**src/sv/nbc_pkg.sv**
```systemverilog
// ----------------------------------------------------------------------------
// nbc_pkg
// shared constants, request codes and control structs of the naive bayes
// count classifier
// ----------------------------------------------------------------------------
package nbc_pkg;

  localparam int NUM_ATTRS_DEF  = 4;
  localparam int NUM_VALUES_DEF = 8;
  localparam int MAX_ROWS_DEF   = 1024;

  // fixed field widths of the channels
  localparam int REQ_W    = 2;
  localparam int CODE_W   = 3;
  localparam int CLS_W    = 2;
  localparam int ROWS_W   = 11;
  localparam int IN_ATTRS = 4;

  // limb width of the serial wide multiplier
  localparam int LIMB_W = 32;

  localparam logic [REQ_W-1:0] REQ_TRAIN = 2'd0;
  localparam logic [REQ_W-1:0] REQ_QUERY = 2'd1;
  localparam logic [REQ_W-1:0] REQ_CLEAR = 2'd2;

  localparam logic [CLS_W-1:0] CLS_NO  = 2'd0;
  localparam logic [CLS_W-1:0] CLS_YES = 2'd1;

  typedef struct packed {
    logic             train;
    logic             clr;
    logic             load;
    logic [CLS_W-1:0] cls;
  } lane_ctl_t;

  typedef struct packed {
    logic start;
    logic step;
    logic first;
  } mul_ctl_t;

endpackage

```
**src/sv/nbc_lane.sv**
```systemverilog
// ----------------------------------------------------------------------------
// nbc_lane
// one feature: joint counts per value and class, seen bitmap, and the four
// query factors of this feature
// ----------------------------------------------------------------------------
module nbc_lane #(
  parameter int NUM_VALUES = nbc_pkg::NUM_VALUES_DEF,
  parameter int CW         = 11,
  parameter int FW         = 12
) (
  input  logic                      clk,
  input  logic                      rst_n,
  input  nbc_pkg::lane_ctl_t        ctl,
  input  logic [nbc_pkg::CODE_W-1:0] code,
  input  logic [CW-1:0]             rows_yes,
  input  logic [CW-1:0]             rows_no,
  output logic [FW-1:0]             fy_joint,
  output logic [FW-1:0]             fy_denom,
  output logic [FW-1:0]             fn_joint,
  output logic [FW-1:0]             fn_denom
);

  localparam int VW = $clog2(NUM_VALUES);
  localparam int UW = $clog2(NUM_VALUES + 1);

  logic [NUM_VALUES-1:0] seen_r;
  logic [CW-1:0]         jy_r [NUM_VALUES];
  logic [CW-1:0]         jn_r [NUM_VALUES];
  logic [FW-1:0]         fy_joint_r, fy_denom_r, fn_joint_r, fn_denom_r;

  logic          in_range;
  logic [VW-1:0] idx;
  logic [UW-1:0] ucount;
  logic [CW-1:0] jy_rd, jn_rd;

  assign in_range = 32'(code) < 32'(NUM_VALUES);
  assign idx      = VW'(code);
  assign jy_rd    = in_range ? jy_r[idx] : '0;
  assign jn_rd    = in_range ? jn_r[idx] : '0;

  // distinct values seen for this feature
  always_comb begin
    ucount = '0;
    for (int v = 0; v < NUM_VALUES; v++) begin
      ucount = ucount + UW'(seen_r[v]);
    end
  end

  always_ff @(posedge clk) begin
    if (!rst_n || ctl.clr) begin
      seen_r <= '0;
      for (int v = 0; v < NUM_VALUES; v++) begin
        jy_r[v] <= '0;
        jn_r[v] <= '0;
      end
    end else if (ctl.train && in_range) begin
      seen_r[idx] <= 1'b1;
      if (ctl.cls == nbc_pkg::CLS_NO) begin
        jn_r[idx] <= jn_r[idx] + CW'(1);
      end else if (ctl.cls == nbc_pkg::CLS_YES) begin
        jy_r[idx] <= jy_r[idx] + CW'(1);
      end
    end
  end

  always_ff @(posedge clk) begin
    if (ctl.load) begin
      fy_joint_r <= FW'(jy_rd) + FW'(1);
      fn_joint_r <= FW'(jn_rd) + FW'(1);
      fy_denom_r <= FW'(rows_no) + FW'(ucount);
      fn_denom_r <= FW'(rows_yes) + FW'(ucount);
    end
  end

  assign fy_joint = fy_joint_r;
  assign fy_denom = fy_denom_r;
  assign fn_joint = fn_joint_r;
  assign fn_denom = fn_denom_r;

endmodule

```
**src/sv/nbc_mulacc.sv**
```systemverilog
// ----------------------------------------------------------------------------
// nbc_mulacc
// wide product accumulator, multiplied by one narrow factor a limb per cycle
// ----------------------------------------------------------------------------
module nbc_mulacc #(
  parameter int CW = 11,
  parameter int FW = 12,
  parameter int NL = 4
) (
  input  logic                          clk,
  input  logic                          rst_n,
  input  nbc_pkg::mul_ctl_t             ctl,
  input  logic [CW-1:0]                 init,
  input  logic [FW-1:0]                 factor,
  output logic [NL*nbc_pkg::LIMB_W-1:0] acc
);

  localparam int LW = nbc_pkg::LIMB_W;

  logic [LW-1:0]    limb_r [NL];
  logic [FW-1:0]    carry_r;
  logic [LW+FW-1:0] prod;
  logic [FW-1:0]    carry_in;

  // carry restarts with each new factor
  assign carry_in = ctl.first ? '0 : carry_r;
  assign prod     = (LW+FW)'(limb_r[0]) * (LW+FW)'(factor) + (LW+FW)'(carry_in);

  always_ff @(posedge clk) begin
    if (!rst_n) begin
      carry_r <= '0;
    end else if (ctl.start) begin
      limb_r[0] <= LW'(init);
      for (int k = 1; k < NL; k++) begin
        limb_r[k] <= '0;
      end
      carry_r <= '0;
    end else if (ctl.step) begin
      // rotate: low limb out, new limb in at the top
      for (int k = 0; k < NL - 1; k++) begin
        limb_r[k] <= limb_r[k+1];
      end
      limb_r[NL-1] <= prod[LW-1:0];
      carry_r      <= prod[LW+FW-1:LW];
    end
  end

  always_comb begin
    for (int k = 0; k < NL; k++) begin
      acc[k*LW +: LW] = limb_r[k];
    end
  end

endmodule

```
**src/sv/naive_bayes_count_classifier.sv**
```systemverilog
// ----------------------------------------------------------------------------
// naive_bayes_count_classifier
// categorical naive bayes with add-one smoothing: train, query, clear
// ----------------------------------------------------------------------------
//
//  channel | direction | handshake        | payload
//  --------+-----------+------------------+------------------------------------
//  in_     | input     | in_valid/in_stall| req_type, attr0..3_code, row_class
//  out_    | output    | out_valid/out_stall | predict_yes, row_accepted, rows_held
//
//  train and clear transactions update the stores at acceptance; the result
//  is posted from the wait state once the output register is free
//  a query runs the multiply state, then the compare and wait states; the
//  serial wide multiplier walks NL 32-bit limbs per factor
//  synchronous active-low reset clears every count and the seen bitmaps
//  one transaction is worked at a time; the next one is taken once the
//  previous result has moved into the output register, even if that
//  register is still stalled
//
module naive_bayes_count_classifier #(
  parameter int NUM_ATTRS  = nbc_pkg::NUM_ATTRS_DEF,
  parameter int NUM_VALUES = nbc_pkg::NUM_VALUES_DEF,
  parameter int MAX_ROWS   = nbc_pkg::MAX_ROWS_DEF
) (
  input  logic                         clk,
  input  logic                         rst_n,
  input  logic                         in_valid,
  output logic                         in_stall,
  input  logic [nbc_pkg::REQ_W-1:0]    in_req_type,
  input  logic [nbc_pkg::CODE_W-1:0]   in_attr0_code,
  input  logic [nbc_pkg::CODE_W-1:0]   in_attr1_code,
  input  logic [nbc_pkg::CODE_W-1:0]   in_attr2_code,
  input  logic [nbc_pkg::CODE_W-1:0]   in_attr3_code,
  input  logic [nbc_pkg::CLS_W-1:0]    in_row_class,
  output logic                         out_valid,
  input  logic                         out_stall,
  output logic                         out_predict_yes,
  output logic                         out_row_accepted,
  output logic [nbc_pkg::ROWS_W-1:0]   out_rows_held
);

  // count width, factor width, product width and limb count
  localparam int CW  = $clog2(MAX_ROWS + 1);
  localparam int FW  = CW + 1;
  localparam int AW  = CW + 2 * NUM_ATTRS * FW;
  localparam int LW  = nbc_pkg::LIMB_W;
  localparam int NL  = (AW + LW - 1) / LW;
  localparam int LCW = (NL > 1) ? $clog2(NL) : 1;
  localparam int LIW = (NUM_ATTRS > 1) ? $clog2(NUM_ATTRS) : 1;

  typedef enum logic [1:0] {
    S_IDLE,
    S_MUL,
    S_CMP,
    S_WAIT
  } state_t;

  state_t state_r, state_nxt;

  // global counts
  logic [CW-1:0] total_r, total_nxt;
  logic [CW-1:0] cy_r, cy_nxt;
  logic [CW-1:0] cn_r, cn_nxt;

  // sequencer for the multiply pass
  logic [LCW-1:0] lc_r, lc_nxt;
  logic [LIW-1:0] lane_r, lane_nxt;
  logic           part_r, part_nxt;

  // pending result and output register
  logic                       pend_yes_r, pend_yes_nxt;
  logic                       pend_acc_r, pend_acc_nxt;
  logic                       out_valid_r, out_valid_nxt;
  logic                       out_yes_r, out_yes_nxt;
  logic                       out_acc_r, out_acc_nxt;
  logic [nbc_pkg::ROWS_W-1:0] out_rows_r, out_rows_nxt;

  logic in_take, out_free, full, do_train;
  logic [nbc_pkg::CODE_W-1:0] in_code [nbc_pkg::IN_ATTRS];

  nbc_pkg::lane_ctl_t lane_ctl;
  nbc_pkg::mul_ctl_t  mul_ctl;

  logic [FW-1:0] fy_joint [NUM_ATTRS];
  logic [FW-1:0] fy_denom [NUM_ATTRS];
  logic [FW-1:0] fn_joint [NUM_ATTRS];
  logic [FW-1:0] fn_denom [NUM_ATTRS];
  logic [FW-1:0] yes_factor, no_factor;
  logic [NL*LW-1:0] yes_acc, no_acc;

  assign in_code[0] = in_attr0_code;
  assign in_code[1] = in_attr1_code;
  assign in_code[2] = in_attr2_code;
  assign in_code[3] = in_attr3_code;

  assign in_stall = (state_r != S_IDLE);
  assign in_take  = in_valid && !in_stall;
  assign out_free = !out_valid_r || !out_stall;
  assign full     = (total_r >= CW'(MAX_ROWS));
  assign do_train = in_take && (in_req_type == nbc_pkg::REQ_TRAIN) && !full;

  // lane control: stores update at acceptance, factors latched for a query
  always_comb begin
    lane_ctl.train = do_train;
    lane_ctl.clr   = in_take && (in_req_type == nbc_pkg::REQ_CLEAR);
    lane_ctl.load  = in_take && (in_req_type == nbc_pkg::REQ_QUERY);
    lane_ctl.cls   = in_row_class;
  end

  // one lane per feature; features past the fourth read code zero
  for (genvar g = 0; g < NUM_ATTRS; g++) begin : g_lane
    logic [nbc_pkg::CODE_W-1:0] lane_code;
    if (g < nbc_pkg::IN_ATTRS) begin : g_in
      assign lane_code = in_code[g];
    end else begin : g_zero
      assign lane_code = '0;
    end
    nbc_lane #(
      .NUM_VALUES (NUM_VALUES),
      .CW         (CW),
      .FW         (FW)
    ) u_lane (
      .clk      (clk),
      .rst_n    (rst_n),
      .ctl      (lane_ctl),
      .code     (lane_code),
      .rows_yes (cy_r),
      .rows_no  (cn_r),
      .fy_joint (fy_joint[g]),
      .fy_denom (fy_denom[g]),
      .fn_joint (fn_joint[g]),
      .fn_denom (fn_denom[g])
    );
  end

  // merge: pick this pass's factor for each side
  assign yes_factor = part_r ? fy_denom[lane_r] : fy_joint[lane_r];
  assign no_factor  = part_r ? fn_denom[lane_r] : fn_joint[lane_r];

  always_comb begin
    mul_ctl.start = lane_ctl.load;
    mul_ctl.step  = (state_r == S_MUL);
    mul_ctl.first = (lc_r == '0);
  end

  // yes side starts from its prior count, no side from its own
  nbc_mulacc #(.CW(CW), .FW(FW), .NL(NL)) u_yes_acc (
    .clk    (clk),
    .rst_n  (rst_n),
    .ctl    (mul_ctl),
    .init   (cy_r),
    .factor (yes_factor),
    .acc    (yes_acc)
  );

  nbc_mulacc #(.CW(CW), .FW(FW), .NL(NL)) u_no_acc (
    .clk    (clk),
    .rst_n  (rst_n),
    .ctl    (mul_ctl),
    .init   (cn_r),
    .factor (no_factor),
    .acc    (no_acc)
  );

  always_comb begin
    state_nxt     = state_r;
    total_nxt     = total_r;
    cy_nxt        = cy_r;
    cn_nxt        = cn_r;
    lc_nxt        = lc_r;
    lane_nxt      = lane_r;
    part_nxt      = part_r;
    pend_yes_nxt  = pend_yes_r;
    pend_acc_nxt  = pend_acc_r;
    out_valid_nxt = out_valid_r && out_stall;
    out_yes_nxt   = out_yes_r;
    out_acc_nxt   = out_acc_r;
    out_rows_nxt  = out_rows_r;

    unique case (state_r)
      S_IDLE: begin
        if (in_take) begin
          pend_yes_nxt = 1'b0;
          pend_acc_nxt = 1'b0;
          unique case (in_req_type)
            nbc_pkg::REQ_TRAIN: begin
              state_nxt = S_WAIT;
              if (!full) begin
                pend_acc_nxt = 1'b1;
                total_nxt    = total_r + CW'(1);
                if (in_row_class == nbc_pkg::CLS_NO) begin
                  cn_nxt = cn_r + CW'(1);
                end else if (in_row_class == nbc_pkg::CLS_YES) begin
                  cy_nxt = cy_r + CW'(1);
                end
              end
            end
            nbc_pkg::REQ_QUERY: begin
              state_nxt = S_MUL;
              lc_nxt    = '0;
              lane_nxt  = '0;
              part_nxt  = 1'b0;
            end
            nbc_pkg::REQ_CLEAR: begin
              state_nxt = S_WAIT;
              total_nxt = '0;
              cy_nxt    = '0;
              cn_nxt    = '0;
            end
            default: begin
              state_nxt = S_WAIT;
            end
          endcase
        end
      end
      S_MUL: begin
        if (lc_r == LCW'(NL - 1)) begin
          lc_nxt = '0;
          if (part_r) begin
            part_nxt = 1'b0;
            if (lane_r == LIW'(NUM_ATTRS - 1)) begin
              state_nxt = S_CMP;
            end else begin
              lane_nxt = lane_r + LIW'(1);
            end
          end else begin
            part_nxt = 1'b1;
          end
        end else begin
          lc_nxt = lc_r + LCW'(1);
        end
      end
      S_CMP: begin
        // empty yes class loses, empty no class loses, else strict compare
        priority if (cy_r == '0) begin
          pend_yes_nxt = 1'b0;
        end else if (cn_r == '0) begin
          pend_yes_nxt = 1'b1;
        end else begin
          pend_yes_nxt = (yes_acc > no_acc);
        end
        state_nxt = S_WAIT;
      end
      S_WAIT: begin
        if (out_free) begin
          out_valid_nxt = 1'b1;
          out_yes_nxt   = pend_yes_r;
          out_acc_nxt   = pend_acc_r;
          out_rows_nxt  = nbc_pkg::ROWS_W'(total_r);
          state_nxt     = S_IDLE;
        end
      end
      default: begin
        state_nxt = S_IDLE;
      end
    endcase
  end

  always_ff @(posedge clk) begin
    if (!rst_n) begin
      state_r     <= S_IDLE;
      total_r     <= '0;
      cy_r        <= '0;
      cn_r        <= '0;
      lc_r        <= '0;
      lane_r      <= '0;
      part_r      <= 1'b0;
      out_valid_r <= 1'b0;
    end else begin
      state_r     <= state_nxt;
      total_r     <= total_nxt;
      cy_r        <= cy_nxt;
      cn_r        <= cn_nxt;
      lc_r        <= lc_nxt;
      lane_r      <= lane_nxt;
      part_r      <= part_nxt;
      out_valid_r <= out_valid_nxt;
    end
    pend_yes_r <= pend_yes_nxt;
    pend_acc_r <= pend_acc_nxt;
    out_yes_r  <= out_yes_nxt;
    out_acc_r  <= out_acc_nxt;
    out_rows_r <= out_rows_nxt;
  end

  assign out_valid        = out_valid_r;
  assign out_predict_yes  = out_yes_r;
  assign out_row_accepted = out_acc_r;
  assign out_rows_held    = out_rows_r;

endmodule

```
**config.mk**
```make
export PLATFORM = sky130hd
export DESIGN_NAME = naive_bayes_count_classifier
export DESIGN_NICKNAME = d
export VERILOG_FILES = /design/src/sv/nbc_pkg.sv /design/src/sv/nbc_lane.sv /design/src/sv/nbc_mulacc.sv /design/src/sv/naive_bayes_count_classifier.sv
export SDC_FILE = /design/constraint.sdc
export NUM_CORES = 2
export LEC_CHECK = 0
export ABC_CLOCK_PERIOD_IN_PS = 37300
export BUFFER_PORTS_ARGS = -buffer_cell sky130_fd_sc_hd__buf_2
export CORE_MARGIN = 2
export CORE_UTILIZATION = 60
export CTS_BUF_LIST = sky130_fd_sc_hd__clkbuf_8
export CTS_CLUSTER_SIZE = 24
export DETAILED_ROUTE_END_ITERATION = 12
export PLACE_DENSITY = 0.75
export SYNTH_ARGS = -nofsm -noshare
export SYNTH_HDL_FRONTEND = slang
export SYNTH_SLANG_ARGS = --single-unit
```
**constraint.sdc**
```tcl
create_clock -name clk -period 37.3 [get_ports clk]
set_clock_uncertainty 0.1 [all_clocks]
set_input_delay 1.865 -clock clk [delete_from_list [all_inputs] [get_ports clk]]
set_output_delay 1.865 -clock clk [all_outputs]
set_load 0.05 [all_outputs]
```
# Word-level counts from Yosys, hierarchy flattened
# Memory sizes are Yosys's and may differ from the RTL's.
# Index checks and enable logic that the tools add are counted.
# word_totals
reg_bits,304
ram_bits,960
in_bits,20
output_inout_bits,15
elab_cells,306
mem_count,10
# mem_list
memory,depth,width,rd,rd_clocked_by_memory_dff,wr,line_no,source
u_no_acc.limb_r,4,32,4,0,4,nbc_mulacc.sv:20,logic [LW-1:0] limb_r [NL];
u_yes_acc.limb_r,4,32,4,0,4,nbc_mulacc.sv:20,
g_lane[0].u_lane.jn_r,8,11,1,0,8,nbc_lane.sv:28,logic [CW-1:0] jn_r [NUM_VALUES];
g_lane[0].u_lane.jy_r,8,11,1,0,8,nbc_lane.sv:27,logic [CW-1:0] jy_r [NUM_VALUES];
g_lane[1].u_lane.jn_r,8,11,1,0,8,nbc_lane.sv:28,
g_lane[1].u_lane.jy_r,8,11,1,0,8,nbc_lane.sv:27,
4 more memories,-,-,-,-,-,-,
# op_classes
n_addsub,59
mul,2
n_lt_le_gt_ge,11
eq_ne,19
muxes,110
bitwise_logic,14
reduce_logical,46
# ops
cell,count
32-bit two-way mux,8
11-bit two-way mux,14
12-bit two-way mux,12
128-bit > comparator,1
"11-bit by 1-bit adder with 11-bit output, second input constant",11
"11-bit by 1-bit adder with 12-bit output, second input constant",8
11-bit by 4-bit adder with 12-bit output,8
4-bit by 1-bit adder with 4-bit output,24
12-bit binary-select mux with 2-bit select,4
44-bit by 12-bit adder with 44-bit output,2
32-bit by 12-bit multiplier with 44-bit output,2
11-bit OR reduction,8
11-bit case mux with 2 select lines,3
1-bit two-way mux,40
8-bit OR,4
2-bit two-way mux,12
3-bit two-way mux,8
11-bit zero test,2
"3-bit by 4-bit less-than comparator with 1-bit output, second input constant",4
"2-bit inequality test, second input constant",7
1-bit demux with 3-bit select,4
"3-bit by 1-bit >= comparator with 1-bit output, second input constant",4
6-bit AND reduction,2
"11-bit >= comparator, second input constant",1
22 further kinds,68

# Logic depth before layout (Yosys ltp)
# logic_depth
depth_word,10
mapped_depth,27

# Hierarchy
# Synthesis repeated with hierarchy kept, for this count alone.
# unflattened
cells_unflattened,7875
hier_area_um2,87141.1
# modules_own_cells
mod,n_inst,cells_each,area_per_inst_um2
nbc_mulacc (u_yes_acc),1,1899,18084.8
nbc_mulacc (u_no_acc),1,1882,17999.8
nbc_lane (g_lane[1].u_lane),1,822,11090.6
nbc_lane (g_lane[2].u_lane),1,840,11070.6
nbc_lane (g_lane[0].u_lane),1,836,10979.3
nbc_lane (g_lane[3].u_lane),1,788,10685.2
naive_bayes_count_classifier,1,808,7230.7

# Worst setup path before layout
# OpenSTA, ideal clock, no wires.
# synth_path
path_kind,in2reg
startpoint,in in_req_type[0] (netlist name)
endpoint,"mem u_no_acc.limb_r[0][0] (netlist name), enable pin"
setup_ns,0.876
t_arrival_ns,16.766
t_required_ns,36.324
path_slack_ns,19.559
cell_stages,5
path_cell_list,nor2b_1 -> nand3_1 -> inv_1 -> nor2_1 -> nor2_1
# synth_rtl
item,line_no,source
"start, declared",naive_bayes_count_classifier.sv:29,"input logic [nbc_pkg::REQ_W-1:0] in_req_type,"
"end, declared",nbc_mulacc.sv:20,

# Final worst setup path
# layout_path
startpoint,reg lane_r[0]
endpoint,reg u_yes_acc.carry_r[11]
# layout_between
elab_chain_cells,7
elab_cells_between_ends,10
# layout_rtl
item,line_no,source
"start, declared",naive_bayes_count_classifier.sv:67,"logic [LIW-1:0] lane_r, lane_nxt;"
"start signal, assigned",naive_bayes_count_classifier.sv:275,lane_r <= lane_nxt;
2-bit NOT with 3-bit output (not written as such) *,naive_bayes_count_classifier.sv:137,assign yes_factor = part_r ? fy_denom[lane_r] : fy_joint[lane_r];
12-bit binary-select mux with 2-bit select,naive_bayes_count_classifier.sv:137,
12-bit two-way mux (not written as such) (2 in a row),naive_bayes_count_classifier.sv:137,
12-bit two-way mux *,naive_bayes_count_classifier.sv:137,
32-bit by 12-bit multiplier with 44-bit output *,nbc_mulacc.sv:27,assign prod = (LW+FW)'(limb_r[0]) * (LW+FW)'(factor) + (LW+FW)'(carry_in);
44-bit by 12-bit adder with 44-bit output *,nbc_mulacc.sv:27,
"end signal, assigned",nbc_mulacc.sv:44,carry_r <= prod[LW+FW-1:LW];
"end, declared",nbc_mulacc.sv:21,logic [FW-1:0] carry_r;
# Every way passes the cells marked *; elsewhere a longest branch is shown, timed or not. The select of a mux whose other input is x is not followed.
# A chain may end at the register's enable or synchronous reset.

==> summary.md <==
| Metric | Value |
|---|---|
| Min Clock Period, post-route | just under 9 ns |
| Avg Cell Area, Syn | around 11 um^2 |
| Crit path required time | 38.00 ns |
| Slew at the pin closest to its max-slew limit | ~1.2 ns |
| Share of the cycle needed by the critical path after routing | 0.232 |
| Element type at the critical path end | register |
| Flops & latches, synth | between 1000 and 1500 |
| # Post-CTS Setup Buffers | 0 |
| Total of hold buffers inserted after clock tree synthesis | 0 |
| Area of the mapped netlist | 84800 um^2 |
| Die boundary width | 380 um |
| Mapped Nets | between 8000 and 9000 |
| Max H-tree Level | 4 |
| Final setup violation count | 0 |
| Achievable Freq | about 120 MHz |
| XOR/XNOR share of the synthesized area | 0.0261 |
| # resized after CTS | 0 |
| Number of nets in the layout | ~8700 |
| Die Ht | approximately 380 um |
| Simple-gate share of the synthesized area | 0.144 |
| Global routing usage summed across all routing layers | 0.314 |
| CTS Buffer Depth | 3 |
| HPWL after DPL | around 160000 um |
| Clock latency on the worst-skew pair | between 0.9 and 1 ns |
| Critical Path Fanout Max | just over 50 |
| Core region area | between 100000 and 150000 um^2 |
| Post-synthesis async set-or-reset flop share | 0 |
| Share of synthesized area spent on multiplexers | 0.0525 |
| Register area share after synthesis | 0.436 |
| Initial DRT Pass Iterations | 6 |
| Worst-case headroom to the max-slew limit | 0.169 |
| Final estimated routing congestion in global placement | between 0.9 and 1 |
| Number of core rows | 137 |
| Ratio of cells with drive above 1 in the final layout | 0.0841 |
| Total I/O pin count | 35 |
| DRC marker count from the first detailed-route iteration | 6154 |
| TritonCTS clock tree | done |
| Number of buffers created by CTS | just over 200 |
| Remaining DRCs | 0 |
| Dominant combinational cell family by area after synthesis | adder cells |
| Overall via count from detail_route | approximately 58000 |
| # Max-Cap Violations | 0 |
| Total clock sinks | approximately 1300 |
| Vias per cell | 6.03 |
| Top flip-flop cell by instance count after synthesis | sky130_fd_sc_hd__edfxtp_1 |
| Post-synth EDFFs | roughly 1200 |
| Hold Vio Cnt, Final | 0 |
| Global-route wire length before repair | approximately 350000 um |
| Crit path DAT | between 9 and 10 ns |
| Clock slew seen by the registers of the worst setup and hold paths | approximately 0.060 ns |
| Remaining antenna violation count after routing | 0 |
| Warnings, synthesis | 0 |
| Post-route setup TNS | 0 ns |
| Largest net degree at the start of global routing | around 110 |
| Adder-cell share of the synthesized area | 0.213 |
| Area of the die | about 140000 um^2 |
| Classification of the worst-slack hold path | reg2reg |
| Antenna violations before repair | 11 |
| Quantity of I/O buffers inserted on ports | 34 |
| Wire length per cell after detailed routing | between 20 and 25 um |
| Final Slew Violations | 0 |
| Launching element type of the critical path | register |
| Routed Wire Length | around 220000 um |
| Compound-cell area share of the yosys netlist | 0.0571 |
| Starting utilization of the core area | 0.606 |
| WS Path Type | reg2reg |
| Count of cell types in the netlist | just over 100 |
| Status | complete, no violations |
| Vias in the first global route | 59300 |
| Area Growth Syn to Fin | 6.09% |
| Synthesized instance count | 7766 |
| GRT overflow | 0 |
| Clock root cell | sky130_fd_sc_hd__clkbuf_8 |
| Setup repair after global routing missed its margin | false |
[cells in the final DEF, fill, tap and decap left out, types with 70 or more instances in the layout]
cell / synthesis / layout
sky130_fd_sc_hd__nand2_1: 778 / 776
sky130_fd_sc_hd__xnor2_1: 93 / 93
sky130_fd_sc_hd__o21ai_0: 137 / 137
sky130_fd_sc_hd__dfxtp_1: 97 / 94
sky130_fd_sc_hd__ha_1: 412 / 411
sky130_fd_sc_hd__clkbuf_8: 0 / 222
sky130_fd_sc_hd__and2_1: 134 / 134
sky130_fd_sc_hd__nor2_1: 1129 / 1127
sky130_fd_sc_hd__nand2b_1: 76 / 76
sky130_fd_sc_hd__xor2_1: 105 / 105
sky130_fd_sc_hd__mux4_2: 116 / 116
sky130_fd_sc_hd__a21o_1: 84 / 84
sky130_fd_sc_hd__nand3_1: 79 / 79
sky130_fd_sc_hd__a21oi_1: 212 / 211
sky130_fd_sc_hd__and3_1: 126 / 126
sky130_fd_sc_hd__fa_1: 646 / 646
sky130_fd_sc_hd__inv_1: 1065 / 1129
sky130_fd_sc_hd__nor2b_1: 130 / 129
sky130_fd_sc_hd__mux2_2: 94 / 94
sky130_fd_sc_hd__edfxtp_1: 1167 / 1167
sky130_fd_sc_hd__nand4_1: 70 / 70
sky130_fd_sc_hd__mux2i_1: 78 / 72
[cell families (layout without fill, tap and decap cells)]
| group | after synthesis | count (layout) |
|---|---|---|
| AOI/OAI and AO/OA | 729 | 729 |
| xor gates and xnor gates | 227 | 227 |
| adders and majority gates | 1058 | 1058 |
| buffers and inverters | 1503 | 1518 |
| DFF | 1264 | 1264 |
| muxes | 288 | 288 |
| other | 0 | 5 |
| and+or+nand+nor | 2697 | 2697 |
[Yosys cell counts, types with 94 or more instances]
| cell | instances | share of area |
|---|---|---|
| sky130_fd_sc_hd__mux2_2 | 94 | 0.012 |
| sky130_fd_sc_hd__dfxtp_1 | 97 | 0.023 |
| sky130_fd_sc_hd__and3_1 | 126 | 0.0093 |
| sky130_fd_sc_hd__ha_1 | 412 | 0.061 |
| sky130_fd_sc_hd__clkbuf_1 | 326 | 0.014 |
| sky130_fd_sc_hd__nor2_1 | 1129 | 0.050 |
| sky130_fd_sc_hd__inv_1 | 1065 | 0.047 |
| sky130_fd_sc_hd__and2_1 | 134 | 0.0099 |
| sky130_fd_sc_hd__nor2b_1 | 130 | 0.0096 |
| sky130_fd_sc_hd__a21oi_1 | 212 | 0.013 |
| sky130_fd_sc_hd__mux4_2 | 116 | 0.031 |
| sky130_fd_sc_hd__o21ai_0 | 137 | 0.0081 |
| sky130_fd_sc_hd__edfxtp_1 | 1167 | 0.41 |
| sky130_fd_sc_hd__xor2_1 | 105 | 0.011 |
| sky130_fd_sc_hd__fa_1 | 646 | 0.15 |
| sky130_fd_sc_hd__nand2_1 | 778 | 0.034 |
[flip-flops by register name (all words and copies together), names as in the netlist, 48 cells and up]
signal / cells
g_lane.u_lane.jn_r: 352
g_lane.u_lane.fn_joint: 48
g_lane.u_lane.fy_denom: 48
g_lane.u_lane.fy_joint: 48
g_lane.u_lane.jy_r: 352
u_yes_acc.limb_r: 128
g_lane.u_lane.fn_denom: 48
u_no_acc.limb_r: 128
[layer usage]
layer,vias up,share of wire,track usage
li1,25600,-,-
met1,29100,0.38,0.414
met2,3072,0.48,0.507
met3,577,0.092,0.0551
met4,8,0.052,0.149
met5,-,0.00021,0
[stage by stage]
stage | instances | hold slack (ns) | util | worst slack (ns) | area (um^2)
6_report | 9662 | 0.364 | 0.643 | 28.64 | 90000
5_1_grt | 9660 | 0.392 | 0.643 | 28.16 | 89900
4_1_cts | 9657 | 0.362 | 0.643 | 28.70 | 89900
3_5_place_dp | 9282 | 0.348 | 0.613 | 28.73 | 85700
3_3_place_gp | 9282 | 0.344 | 0.613 | 28.85 | 85700
2_1_floorplan | 7766 | 0.300 | - | 19.56 | 84800
[final timing paths]
kind | start | end | slack [ns] | depth (start not counted)
max | lane_r[0] | u_yes_acc.carry_r[11] | 28.64 | 20
min | u_no_acc.carry_r[2] | u_no_acc.carry_r[2] | 0.36 | 2
max reg2reg | lane_r[0] | u_yes_acc.carry_r[11] | 28.64 | 20
min reg2reg | u_no_acc.carry_r[2] | u_no_acc.carry_r[2] | 0.36 | 2
[worst max-delay path, cell delays in order, from the launching register on]
cell,delay [ns]
sky130_fd_sc_hd__dfxtp_4,1.00
sky130_fd_sc_hd__mux4_2,0.64
sky130_fd_sc_hd__mux2i_4,0.95
sky130_fd_sc_hd__nand2b_1,0.25
sky130_fd_sc_hd__fa_1,0.44
sky130_fd_sc_hd__fa_1,0.54
sky130_fd_sc_hd__inv_1,0.05
sky130_fd_sc_hd__fa_1,0.50
sky130_fd_sc_hd__fa_1,0.56
sky130_fd_sc_hd__inv_1,0.06
sky130_fd_sc_hd__fa_1,0.53
sky130_fd_sc_hd__inv_1,0.04
sky130_fd_sc_hd__ha_1,0.37
sky130_fd_sc_hd__o21ai_0,0.29
sky130_fd_sc_hd__o21ai_0,0.12
sky130_fd_sc_hd__o211ai_1,0.49
sky130_fd_sc_hd__o221ai_1,0.32
sky130_fd_sc_hd__a21oi_1,0.48
sky130_fd_sc_hd__o21a_1,0.34
sky130_fd_sc_hd__o21ai_0,0.15
sky130_fd_sc_hd__a211o_1,0.28
[final cells by class]
class,count,area (um^2)
Tap cell,1876,2350
Fill cell,10800,49900
Multi-Input combinational cell,4999,41900
Clock buffer,222,3060
Clock inverter,153,1140
Inverter,1071,4030
Timing Repair Buffer,72,458
Sequential cell,1264,37000
Antenna cell,5,12.5
Power is not shown: default switching activity piles up to over one toggle a cycle in this logic, so the estimate is an artifact.
